## src/rtl/ipv4dq_pkg.sv

```systemverilog
// types, constants and helpers shared by the dotted-quad address parser
package ipv4dq_pkg;

  localparam logic [3:0] NAME_LEN   = 4'd9;
  localparam logic [8:0] OCTET_MAX  = 9'd255;
  localparam logic [7:0] CHAR_DOT   = 8'h2e;
  localparam logic [7:0] CHAR_ZERO  = 8'h30;
  localparam logic [7:0] CHAR_NINE  = 8'h39;
  localparam logic [1:0] DOTS_FULL  = 2'd3;
  localparam logic [1:0] DIGITS_MAX = 2'd3;

  typedef enum logic [1:0] {
    STATUS_VALID     = 2'd0,
    STATUS_LOCALHOST = 2'd1,
    STATUS_INVALID   = 2'd2
  } status_t;

  typedef struct packed {
    logic [7:0] character;
    logic       last;
  } char_req_t;

  typedef struct packed {
    status_t     status;
    logic [31:0] address;
  } result_t;

  typedef struct packed {
    logic [1:0]  dot_count;
    logic [1:0]  digit_count;
    logic [8:0]  octet_accum;
    logic        leading_zero;
    logic [23:0] packed_octets;
    logic        error_seen;
    logic        name_match;
    logic [3:0]  char_index;
  } parse_state_t;

  localparam parse_state_t PARSE_RESET = '{
    dot_count:     2'd0,
    digit_count:   2'd0,
    octet_accum:   9'd0,
    leading_zero:  1'b0,
    packed_octets: 24'd0,
    error_seen:    1'b0,
    name_match:    1'b1,
    char_index:    4'd0
  };

  // characters of the name "localhost"
  function automatic logic [7:0] host_char(input logic [3:0] idx);
    logic [7:0] c;
    case (idx)
      4'd0:    c = 8'h6c;
      4'd1:    c = 8'h6f;
      4'd2:    c = 8'h63;
      4'd3:    c = 8'h61;
      4'd4:    c = 8'h6c;
      4'd5:    c = 8'h68;
      4'd6:    c = 8'h6f;
      4'd7:    c = 8'h73;
      4'd8:    c = 8'h74;
      default: c = 8'h00;
    endcase
    return c;
  endfunction

endpackage

```

## src/rtl/ipv4dq_step.sv

```systemverilog
// next-state and result logic for one character of the address text
module ipv4dq_step import ipv4dq_pkg::*; (
  input  parse_state_t st,
  input  logic [7:0]   character,
  output parse_state_t st_next,
  output result_t      res
);

  logic [3:0]  digit;
  logic [11:0] sum;
  logic        lz_next;
  logic        lz_error;

  assign digit = 4'(character - CHAR_ZERO);
  assign sum   = 12'(st.octet_accum) * 12'd10 + 12'(digit);

  always_comb begin
    st_next  = st;
    lz_next  = 1'b0;
    lz_error = 1'b0;

    // name comparison runs on even after the address has failed
    if (st.char_index < NAME_LEN) begin
      if (character != host_char(st.char_index)) begin
        st_next.name_match = 1'b0;
      end
      st_next.char_index = st.char_index + 4'd1;
    end

    if (!st.error_seen) begin
      if (character == CHAR_DOT) begin
        if (st.digit_count == 2'd0 || st.dot_count == DOTS_FULL) begin
          st_next.error_seen = 1'b1;
        end else begin
          st_next.dot_count     = st.dot_count + 2'd1;
          st_next.packed_octets = {st.packed_octets[15:0], st.octet_accum[7:0]};
          st_next.digit_count   = 2'd0;
          st_next.octet_accum   = 9'd0;
          st_next.leading_zero  = 1'b0;
        end
      end else if (!(character inside {[CHAR_ZERO:CHAR_NINE]})) begin
        st_next.error_seen = 1'b1;
      end else begin
        if (st.digit_count == 2'd0 && character == CHAR_ZERO) begin
          lz_next = 1'b1;
        end else if (st.digit_count == 2'd1 && st.leading_zero) begin
          lz_error = 1'b1;
        end

        if (lz_error || sum > 12'(OCTET_MAX)) begin
          st_next.error_seen = 1'b1;
        end else begin
          st_next.leading_zero = lz_next;
          st_next.octet_accum  = sum[8:0];
          if (st.digit_count < DIGITS_MAX) begin
            st_next.digit_count = st.digit_count + 2'd1;
          end
        end
      end
    end
  end

  always_comb begin
    res.address = 32'd0;
    if (st_next.name_match) begin
      res.status = STATUS_LOCALHOST;
    end else if (st_next.error_seen || st_next.dot_count != DOTS_FULL ||
                 st_next.digit_count == 2'd0) begin
      res.status = STATUS_INVALID;
    end else begin
      res.status  = STATUS_VALID;
      res.address = {st_next.packed_octets, st_next.octet_accum[7:0]};
    end
  end

endmodule

```

## src/rtl/ipv4_dotted_quad_parser.sv

```systemverilog
// dotted-quad ipv4 address parser, one character per request
//
//   channel  | signals                                 | carries
//   ---------+-----------------------------------------+------------------------------
//   char     | char_valid, char_stall, char_data       | character, last flag
//   result   | result_valid, result_stall, result_data | status, packed 32-bit address
//
// one character per cycle while no result is held; a result is registered once the last
// character is taken (input register, then the parse logic into the result register)
// reset puts the parse state at its idle value and empties both registers
// a held result stalls the input register and the parse state together
module ipv4_dotted_quad_parser import ipv4dq_pkg::*; (
  input  logic      clk,
  input  logic      rst,
  input  logic      char_valid,
  output logic      char_stall,
  input  char_req_t char_data,
  output logic      result_valid,
  input  logic      result_stall,
  output result_t   result_data
);

  logic         hold;
  logic         in_valid;
  char_req_t    in_req;
  logic         fire;
  parse_state_t state;
  parse_state_t state_next;
  result_t      res;

  assign hold       = result_valid && result_stall;
  assign char_stall = hold;
  assign fire       = in_valid && !hold;

  always_ff @(posedge clk) begin
    if (rst) begin
      in_valid <= 1'b0;
    end else if (!hold) begin
      in_valid <= char_valid;
    end
  end

  always_ff @(posedge clk) begin
    if (!hold && char_valid) begin
      in_req <= char_data;
    end
  end

  ipv4dq_step u_step (
    .st        (state),
    .character (in_req.character),
    .st_next   (state_next),
    .res       (res)
  );

  // the final character of a string returns the parser to idle
  always_ff @(posedge clk) begin
    if (rst) begin
      state <= PARSE_RESET;
    end else if (fire) begin
      state <= in_req.last ? PARSE_RESET : state_next;
    end
  end

  always_ff @(posedge clk) begin
    if (rst) begin
      result_valid <= 1'b0;
    end else if (!hold) begin
      result_valid <= in_valid && in_req.last;
    end
  end

  always_ff @(posedge clk) begin
    if (fire && in_req.last) begin
      result_data <= res;
    end
  end

endmodule

```

## config.mk

```make
export PLATFORM = sky130hd
export DESIGN_NAME = ipv4_dotted_quad_parser
export DESIGN_NICKNAME = d
export VERILOG_FILES = /design/src/rtl/ipv4dq_pkg.sv /design/src/rtl/ipv4dq_step.sv /design/src/rtl/ipv4_dotted_quad_parser.sv
export SDC_FILE = /design/constraint.sdc
export NUM_CORES = 1
export LEC_CHECK = 0
export ABC_CLOCK_PERIOD_IN_PS = 4700
export BUFFER_PORTS_ARGS = -buffer_cell sky130_fd_sc_hd__buf_4
export CAP_MARGIN = 20
export CORE_ASPECT_RATIO = 1.75
export CORE_MARGIN = 2
export CORE_UTILIZATION = 53
export CTS_CLUSTER_DIAMETER = 30
export DETAILED_ROUTE_END_ITERATION = 8
export PLACE_DENSITY = 0.7
export REMOVE_ABC_BUFFERS = 1
export SYNTH_ARGS = -nofsm -noshare
export SYNTH_HDL_FRONTEND = slang
export SYNTH_SLANG_ARGS = --single-unit
export TNS_END_PERCENT = 30
```

## constraint.sdc

```tcl
create_clock -name clk -period 4.7 [get_ports clk]
set_clock_uncertainty 0.1 [all_clocks]
set_input_delay 0.705 -clock clk [delete_from_list [all_inputs] [get_ports clk]]
set_output_delay 0.705 -clock clk [all_outputs]
set_load 0.02 [all_outputs]
```

Word level (Yosys, flattened, before mapping). Memory sizes are Yosys's and may differ from the RTL's. A register that Yosys moved wholly into a read port is not among the register bits. Index checks and enable logic that the tools add are counted.

Register bits after elaboration: 89. Memory bits (read-only): 112. Bits of input ports: 13. Output and inout port bits: 36. Logic and storage cells: 81. Memories kept: 1.

Memory list: (no name shown) (depth 16, bits a word 7, rd ports 1, clocked after Yosys merged registers in 1, write ports 0, line ipv4dq_pkg.sv:53) `case (idx)`.

Add/subtract/negate cells: 5. Multiply operators: 1. Magnitude comparators: 5. Eq/ne operators: 9. Mux-type cells: 25. Reduce and logical (&&, ||, !) cells: 20.

Operator list (count): $mux 44 (1); $mux 39 (1); $mux 38 (1); $mux 12 (3); $mux 24 (1); $eq 8x6->1 const B (2); $add 12x4->12 (1); $gt 12x8->1 const B (1); $mul 9x3->11 const B (1); $mux 1 (11); $ge 8x6->1 const B (1); $le 8x6->1 const B (1); $logic_and 1x1->1 (8); $mux 4 (2); $mux 8 (1); $ne 8x8->1 (1); $mux 2 (3); $mux 5 (1); $reduce_and 5->1 (1); $add 2x1->2 const B (2); $add 4x1->4 const B (1); $logic_not 2->1 (2); $logic_or 1x1->1 (4); $lt 4x4->1 const B (1); other kinds (12) (13).

Longest topological paths before layout. Gate-level depths: netlist of run 1.

Depth after elaboration: 16. Mapped depth: 13. Mapped depth without buffers: 13.

Hierarchy. A second synthesis of run 1 with hierarchy kept.

Cell total of the unflattened synthesis: 558. Area, all modules: 5529.1 um^2.

By module, submodules not included: ipv4_dotted_quad_parser (instances 1, cells an instance 248, area an instance 3542.1 um^2, sequential area each 2212.1 um^2); ipv4dq_step (instances 1, cells an instance 310, area an instance 1986.9 um^2, sequential area each 0.0 um^2).

Least setup slack after synthesis of run 1. No wires, ideal clock.

Kind: flip-flop to flip-flop. Start point: reg state[32] (netlist bit). End point: reg result_data[3] (netlist bit) (data pin). Library setup time: 0.150 ns. Arrival time: 3.604 ns. Required time: 4.450 ns. Slack: 0.846 ns. Stages on the path, launching flop included: 13. Buffers on the path: 1. Clock period less this slack: 3.854 ns. Cell sequence: dfxtp_1 ha_1 ha_1 inv_1 fa_1 nor4_4 or3b_1 or4_1 o21a_1 nor4_4 nand4b_4 buf_6 nor3_4.

Cells in the longest elaborated chain, start to end: 11. Elaborated cells on any way between the ends: 15. Those cells by class: add/sub: 1; mul: 1; order compare: 1; mux: 7; reduce/logical: 5.

Ends and longest elaborated chain: start: declaration (line ipv4_dotted_quad_parser.sv:27) `parse_state_t state;`; start signal: assignment (line ipv4_dotted_quad_parser.sv:61) `state <= in_req.last ? PARSE_RESET : state_next;`; $mul 9x3->11 * (line ipv4dq_step.sv:15) `assign sum = 12'(st.octet_accum) * 12'd10 + 12'(digit);`; $add 12x4->12 * (line ipv4dq_step.sv:15); $gt 12x8->1 (line ipv4dq_step.sv:50) `if (lz_error || sum > 12'(OCTET_MAX)) begin`; $logic_or 1x1->1 (line ipv4dq_step.sv:50); $mux 12 or $mux 1 (tied branches) (line ipv4dq_step.sv:50); $mux 12 or $mux 1 (tied branches) (line ipv4dq_step.sv:41) `end else if (!(character inside {[CHAR_ZERO:CHAR_NINE]})) begin`; $mux 12 or $mux 1 (tied branches) (line ipv4dq_step.sv:31) `if (character == CHAR_DOT) begin`; $mux 39 * (line ipv4dq_step.sv:30) `if (!st.error_seen) begin`; $logic_not 2->1 or $logic_or 1x1->1 (tied branches) (line ipv4dq_step.sv:68, ipv4dq_step.sv:67); $logic_or 1x1->1 (line ipv4dq_step.sv:67) `end else if (st_next.error_seen || st_next.dot_count != DOTS_FULL ||`; $reduce_or 2->1 (no source line); end signal: assignment (line ipv4_dotted_quad_parser.sv:75) `result_data <= res;`; end: declaration (line ipv4_dotted_quad_parser.sv:20) `output result_t result_data`.

Every way passes the cells marked *; elsewhere a longest branch is shown, timed or not. The select of a mux whose other input is x is not followed. A chain may end at the register's enable or synchronous reset.

Worst setup path after layout of run 1.
Start point: reg state[32] (netlist bit). End point: reg result_data[6] (netlist bit) (data pin).

Same word-level chain as after synthesis.

==> summary.md, run 1 <==
| Metric | Value |
|---|---|
| Status | complete, no violations |
| Clock share of power | 43.8% |
| Library cells used by synthesis | 70 |
| Switching Power | 0.0003730 W |
| Synthesized cell area | around 4700 sq um |
| Setup-failing EPs final | 0 |
| DR iter-0 viols | roughly 210 |
| Die X-Extent | ~75 um |
| Core box area | around 8700 sq um |
| Final core utilization | a little over three fifths |
| Clk sink count | 95 |
| Total CTS buffers | 9 |
| Post-route minimum period | about 4.4 ns |
| Routability congestion estimate | a little under 0.9 |
| Die footprint | between 9000 and 10000 sq um |
| Yosys Warn Count | 0 |
| Switching Fraction | a little over a fifth |
| I/O Pins | between 40 and 50 |
| Final worst path period share | 92.57% |
| Core Rows | 45 |
| Synth area leader | edfxtp_1 |
| EDFF count, synth | 43 |
| Pre-CTS setup slack | between 0.3 and 0.4 ns |
| Vias per cell | about 5.8 |
| Root Buffer | clkbuf_16 |
| Comb pwr share | slightly above 5% |
| All-Layer GR Usage | 21.22% |
| Synthesized flop and latch total | between 90 and 100 |
| Internal Pwr Total | 0.001384 W |
| DRC | 0 |
| RSZ-0062 raised after global routing | no |
| Pin slew with the least headroom to its limit | roughly 0.75 ns |
| Post-CTS Setup Inserts | 0 |
| ANT cells | 0 |
| Via count | 3572 |
| Mapped Avg Cell Area | roughly 10 sq um |
| Hold_buf cts | 0 |
| Clock latency at the later pin of the worst-skew pair | about 0.34 ns |
| Drt wl/cell | 15.66 um |
| Total grt overflow | 0 |
| Fin area | 5458 sq um |
| MaxCap Viol Count | 0 |
| TNS Setup | 0 ns |
| DRT Pass-1 Iters | 4 |
| Hold Violations, Final | 0 |
| Async SR Flop Fraction | 0% |
| Remaining antenna violation count | 0 |
| WP data arrival | 4.44 ns |
| Die Y | 128.6 um |
| Initial antenna violation count | 0 |
| Sequential share of power | about half |
| Drt total wl | approximately 9700 um |
| Peak supply drop | 0.2110 mV |
| First-pass GRT wire length | ~16000 um |
| Primary FF master, synth | dfxtp_1 |
| Synth Instances | about 450 |
| Fin cells | 619 |
| Layout cells sized above 1 | approximately 22% |
| Synth area leaders | edfxtp_1 27%, dfxtp_1 22%, ha_1 6.1% |
| Placed cell count | around 600 |
| Post-synth top area share | a little over a quarter |
| Initial Utilization | between 50 and 60% |
| Sequential area share after synthesis | between 40% and 50% |
| Hpwl dp | about 6900 um |
| Relative slew slack | around 50% |
| Crit path capture type | flop |
| WP data required | roughly 4.8 ns |
| Final net count | between 500 and 600 |
| Port-buffer cells | 48 |
| Fillers | between 700 and 800 |
| Dpl cell area | ~5000 sq um |
| Clock buffer depth | 2 |
| Post-CTS Resized | 0 |
| Slew Limit Fails | 0 |
| Pwr/cell area | 321.9 nW/um^2 |
| Final worst-path setup slack | roughly 0.35 ns |
| Clock slew seen by the registers of the worst setup and hold paths | around 0.06 ns |
| WS Path Type | flop to flop |
| Area Overhead vs Synth | 16.10% |
| CTS tree | done |
| Largest net degree at the start of global routing | 42 |
| Crit start category | flop |
| Max Freq | roughly 0.23 GHz |
| Leak Pwr | 2.005 nW |
| CP Max Fanout | 32 |
| Vias in the first global route | 3356 |
| Htree depth | 3 |
| Hold/Removal Path Class | flop to flop |
## state kept, by name (all words and copies together), names as in the netlist, named ones only
name,count
in_req,9
in_valid,1
result_data,34
result_valid,1
state,44
## critical path, cell delays in order, from the launching register on
cell	delay (ns)
dfxtp_1	0.44
ha_1	0.27
ha_1	0.23
inv_1	0.07
fa_1	0.50
nor4_4	0.32
or3b_1	0.42
or4_1	0.42
o21a_1	0.25
nor4_4	0.49
nand4b_4	0.12
buf_4	0.32
nor3_1	0.22
## per-layer routing
| metal | up-vias | part of all wire [%] | track usage (%) |
|---|---|---|---|
| li1 | 1723 | - | - |
| met1 | 1720 | 37 | 22.74 |
| met2 | 100 | 54 | 37.51 |
| met3 | 29 | 4.8 | 4.855 |
| met4 | 0 | 3.7 | 11.04 |
| met5 | - | 0 | 0 |
## layout by cell type (no fill, tap or decap), drive strengths merged, types with 11 or more instances in the layout
cell type / Yosys / layout
nor3: 14 / 14
edfxtp: 43 / 43
a21oi: 36 / 36
clkbuf: 14 / 11
nor2: 56 / 56
ha: 23 / 23
nand2: 61 / 61
buf: 7 / 54
a22oi: 25 / 25
dfxtp: 52 / 52
inv: 17 / 18
## Yosys cell counts (4+ instances only)
cell,instances
a22oi_1,25
clkbuf_1,13
nor2_1,51
edfxtp_1,43
nor3_1,11
o21ai_0,8
nand2_1,61
nor2b_1,5
dfxtp_1,52
nor2_2,5
nand2b_1,4
xor2_1,6
a21oi_1,12
ha_1,23
a21oi_2,24
nand3_1,4
xnor2_1,6
nor4_1,5
o21a_1,4
a32o_1,4
inv_1,16
## cells by family (layout without fill, tap and decap cells)
logic type      count (synthesis)  count (layout)  synth area share, %
mux                             2               2               0.4259
buf+inv                        38              87                3.673
simple gates                  172             172                18.63
xor+xnor                       12              12                2.236
compound gates                109             109                18.45
flops                          95              95                49.61
fa+ha+maj                      25              25                6.974
## stage by stage
stage	total power [W]	hold WS, ns
after floorplan	0.0009606	0.3286
after global placement	0.001004	0.3496
after detailed placement	0.001005	0.3587
after CTS	0.001767	0.3733
after global routing	0.001809	0.3988
final	0.001757	0.3705
## layout make-up
type	count	area, sq um	area share [%]
clock buffer	11	232.7	4.264
clock inverter	5	81.33	1.490
inverter	17	63.81	1.169
multi-input combinational	320	2196	40.23
sequential	95	2332	42.73
tap	117	146.4	2.682
timing repair buffer	54	405.4	7.428
## worst paths after layout
path / startpoint / endpoint / slack [ns] / cells past startpoint
max reg2reg: state[32] / result_data[6] / 0.35 / 12
max: state[32] / result_data[6] / 0.35 / 12
min reg2reg: state[4] / state[4] / 0.37 / 1
min: state[4] / state[4] / 0.37 / 1
## power groups by stage
stage / Sequential (W) / Clock (W) / Combinational, W
6_report: 0.000897 / 0.000770 / 0.0000899
5_1_grt: 0.000899 / 0.000812 / 0.0000978
4_1_cts: 0.000897 / 0.000779 / 0.0000909
3_5_place_dp: 0.000915 / 0 / 0.0000906
3_3_place_gp: 0.000914 / 0 / 0.0000899
2_1_floorplan: 0.000925 / 0 / 0.0000351
Note: power is estimated with default switching activity, not from simulation.
==> run 2: changes to the inputs <==
Settings changed: MAX_ROUTING_LAYER set to met4.
==> run 2 against run 1 <==
Worst hold slack improved by 0.00054 ns. Clock power about the same. First-iteration DRC count decreased by 2.8%. Wire length decreased by 0.34%. Sequential power about the same. Register-to-register slack about the same.
==> summary.md, run 2 (synthesized netlist as in run 1, its figures left out) <==
| Metric | Value |
|---|---|
| MaxCap Viol Count | 0 |
| Total CTS buffers | 9 |
| Initial antenna violation count | 0 |
| Initial Utilization | between 50% and 60% |
| Drt total wl | 9660 um |
| Total grt overflow | 0 |
| Max Freq | 0.2298 GHz |
| Largest net degree at the start of global routing | 42 |
| Fillers | roughly 740 |
| Relative slew slack | slightly above 50% |
| Biggest regs | state: 44 flops, result_data: 34 flops, in_req: 9 flops |
| Die Y | around 130 um |
| Placed cell count | 603 |
| Root Buffer | clkbuf_16 |
| Slew Limit Fails | 0 |
| Internal Pwr Total | approximately 0.0014 W |
| Die X-Extent | 75.19 um |
| Pin slew with the least headroom to its limit | ~0.73 ns |
| Hold_buf cts | 0 |
| DRC | 0 |
| WP data required | approximately 4.8 ns |
| Final net count | 535 |
| RSZ-0062 raised after global routing | no |
| WS Path Type | flop to flop |
| Core box area | ~8700 sq um |
| Routability congestion estimate | approximately 0.88 |
| Post-CTS Setup Inserts | 0 |
| Pwr Total | 0.001754 W |
| Vias per cell | 5.729 |
| Via count | between 3000 and 4000 |
| CP Max Fanout | 32 |
| Comb pwr share | a little over 5% |
| Leak Pwr | roughly 2.0 nW |
| CTS tree | done |
| WP data arrival | about 4.4 ns |
| Max layer used | met4 |
| Status | complete, no violations |
| Post-CTS Resized | 0 |
| All-Layer GR Usage | 21.84% |
| Register with the most flip-flops | state |
| DR iter-0 viols | roughly 210 |
| Clock slew seen by the registers of the worst setup and hold paths | 0.06 ns |
| Sequential share of power | between 50% and 60% |
| First-pass GRT wire length | between 15000 and 20000 um |
| Final worst path period share | 92.57% |
| Htree depth | 3 |
| Remaining antenna violation count | 0 |
| Layout cells sized above 1 | between 20% and 30% |
| Port-buffer cells | 48 |
| WL met1 | 3691 um |
| Crit path capture type | flop |
| Drt wl/cell | roughly 16 um |
| Switching Power | ~0.00037 W |
| ANT cells | 0 |
| Clock share of power | 43.7% |
| Setup-failing EPs final | 0 |
| Met3 wire length | about 350 um |
| DRT Pass-1 Iters | 5 |
| Die footprint | 9668 sq um |
| Fin cells | a little over 600 |
| Core Rows | 45 |
| TNS Setup | 0 ns |
| Routed wl met2 | roughly 5400 um |
| Switching Fraction | 21.09% |
| Max reg flops | 44 |
| Post-route minimum period | 4.351 ns |
| Vias in the first global route | 3350 |
| Clk sink count | between 90 and 100 |
| I/O Pins | 49 |
| Crit start category | flop |
| Peak supply drop | 0.2098 mV |
| Commonest non-fill, non-tap cell in the layout | nand2_1 |
| Pwr/cell area | approximately 320 nW/um^2 |
| Hold Violations, Final | 0 |
| Hpwl dp | 6894 um |
| Area Overhead vs Synth | 16.10% |
| Hold/Removal Path Class | flop to flop |
| Clock buffer depth | 2 |
| Most frequent cells in the layout | 61 x nand2_1, 54 x buf_4, 52 x dfxtp_1 |
| Clock latency at the later pin of the worst-skew pair | around 0.34 ns |
run 2: worst paths after layout:
kind / from / slack (ns) / to / cells past startpoint
worst max register to register: state[32] / 0.35 / result_data[6] / 12
worst min register to register: in_valid / 0.37 / in_valid / 2
worst max-delay path: state[32] / 0.35 / result_data[6] / 12
worst min-delay path: in_valid / 0.37 / in_valid / 2
run 2: area by class of cell:
type | count | area, sq um | area share (%)
inverters | 17 | 63.81 | 1.169
repair buffers | 54 | 405.4 | 7.428
clock inverters | 5 | 81.33 | 1.490
multi-input cells | 320 | 2196 | 40.23
clock buffers | 11 | 232.7 | 4.264
well taps | 117 | 146.4 | 2.682
flip-flops and latches | 95 | 2332 | 42.73
run 2: power by group through the flow:
| stage | registers [W] | logic (W) | clock network, W |
|---|---|---|---|
| global route | 0.000899 | 0.0000978 | 0.000813 |
| CTS | 0.000897 | 0.0000909 | 0.000779 |
| floorplan | 0.000925 | 0.0000351 | 0 |
| global placement | 0.000914 | 0.0000899 | 0 |
| finish | 0.000897 | 0.0000900 | 0.000767 |
| detailed placement | 0.000915 | 0.0000906 | 0 |
run 2: layer usage:
layer	vias to the layer above	track usage [%]
met1	1718	22.74
met5	-	-
met3	20	5.560
li1	1724	-
met4	0	10.11
met2	84	37.51
run 2: worst max-delay path, cell delays in order, from the launching register on:
cell	delay (ns)
dfxtp_1	0.44
ha_1	0.27
ha_1	0.23
inv_1	0.07
fa_1	0.50
nor4_4	0.32
or3b_1	0.42
or4_1	0.42
o21a_1	0.25
nor4_4	0.49
nand4b_4	0.12
buf_4	0.31
nor3_1	0.22
run 2: through the flow:
stage	utilization, %	cell area, sq um	setup WS, ns	hold WS [ns]
after floorplan	-	4592	0.4461	0.3286
after global placement	59.32	5144	0.4616	0.3496
after detailed placement	59.32	5144	0.3571	0.3587
after CTS	62.94	5458	0.3236	0.3733
after global routing	62.94	5458	0.07780	0.3988
final	62.94	5458	0.3490	0.3710
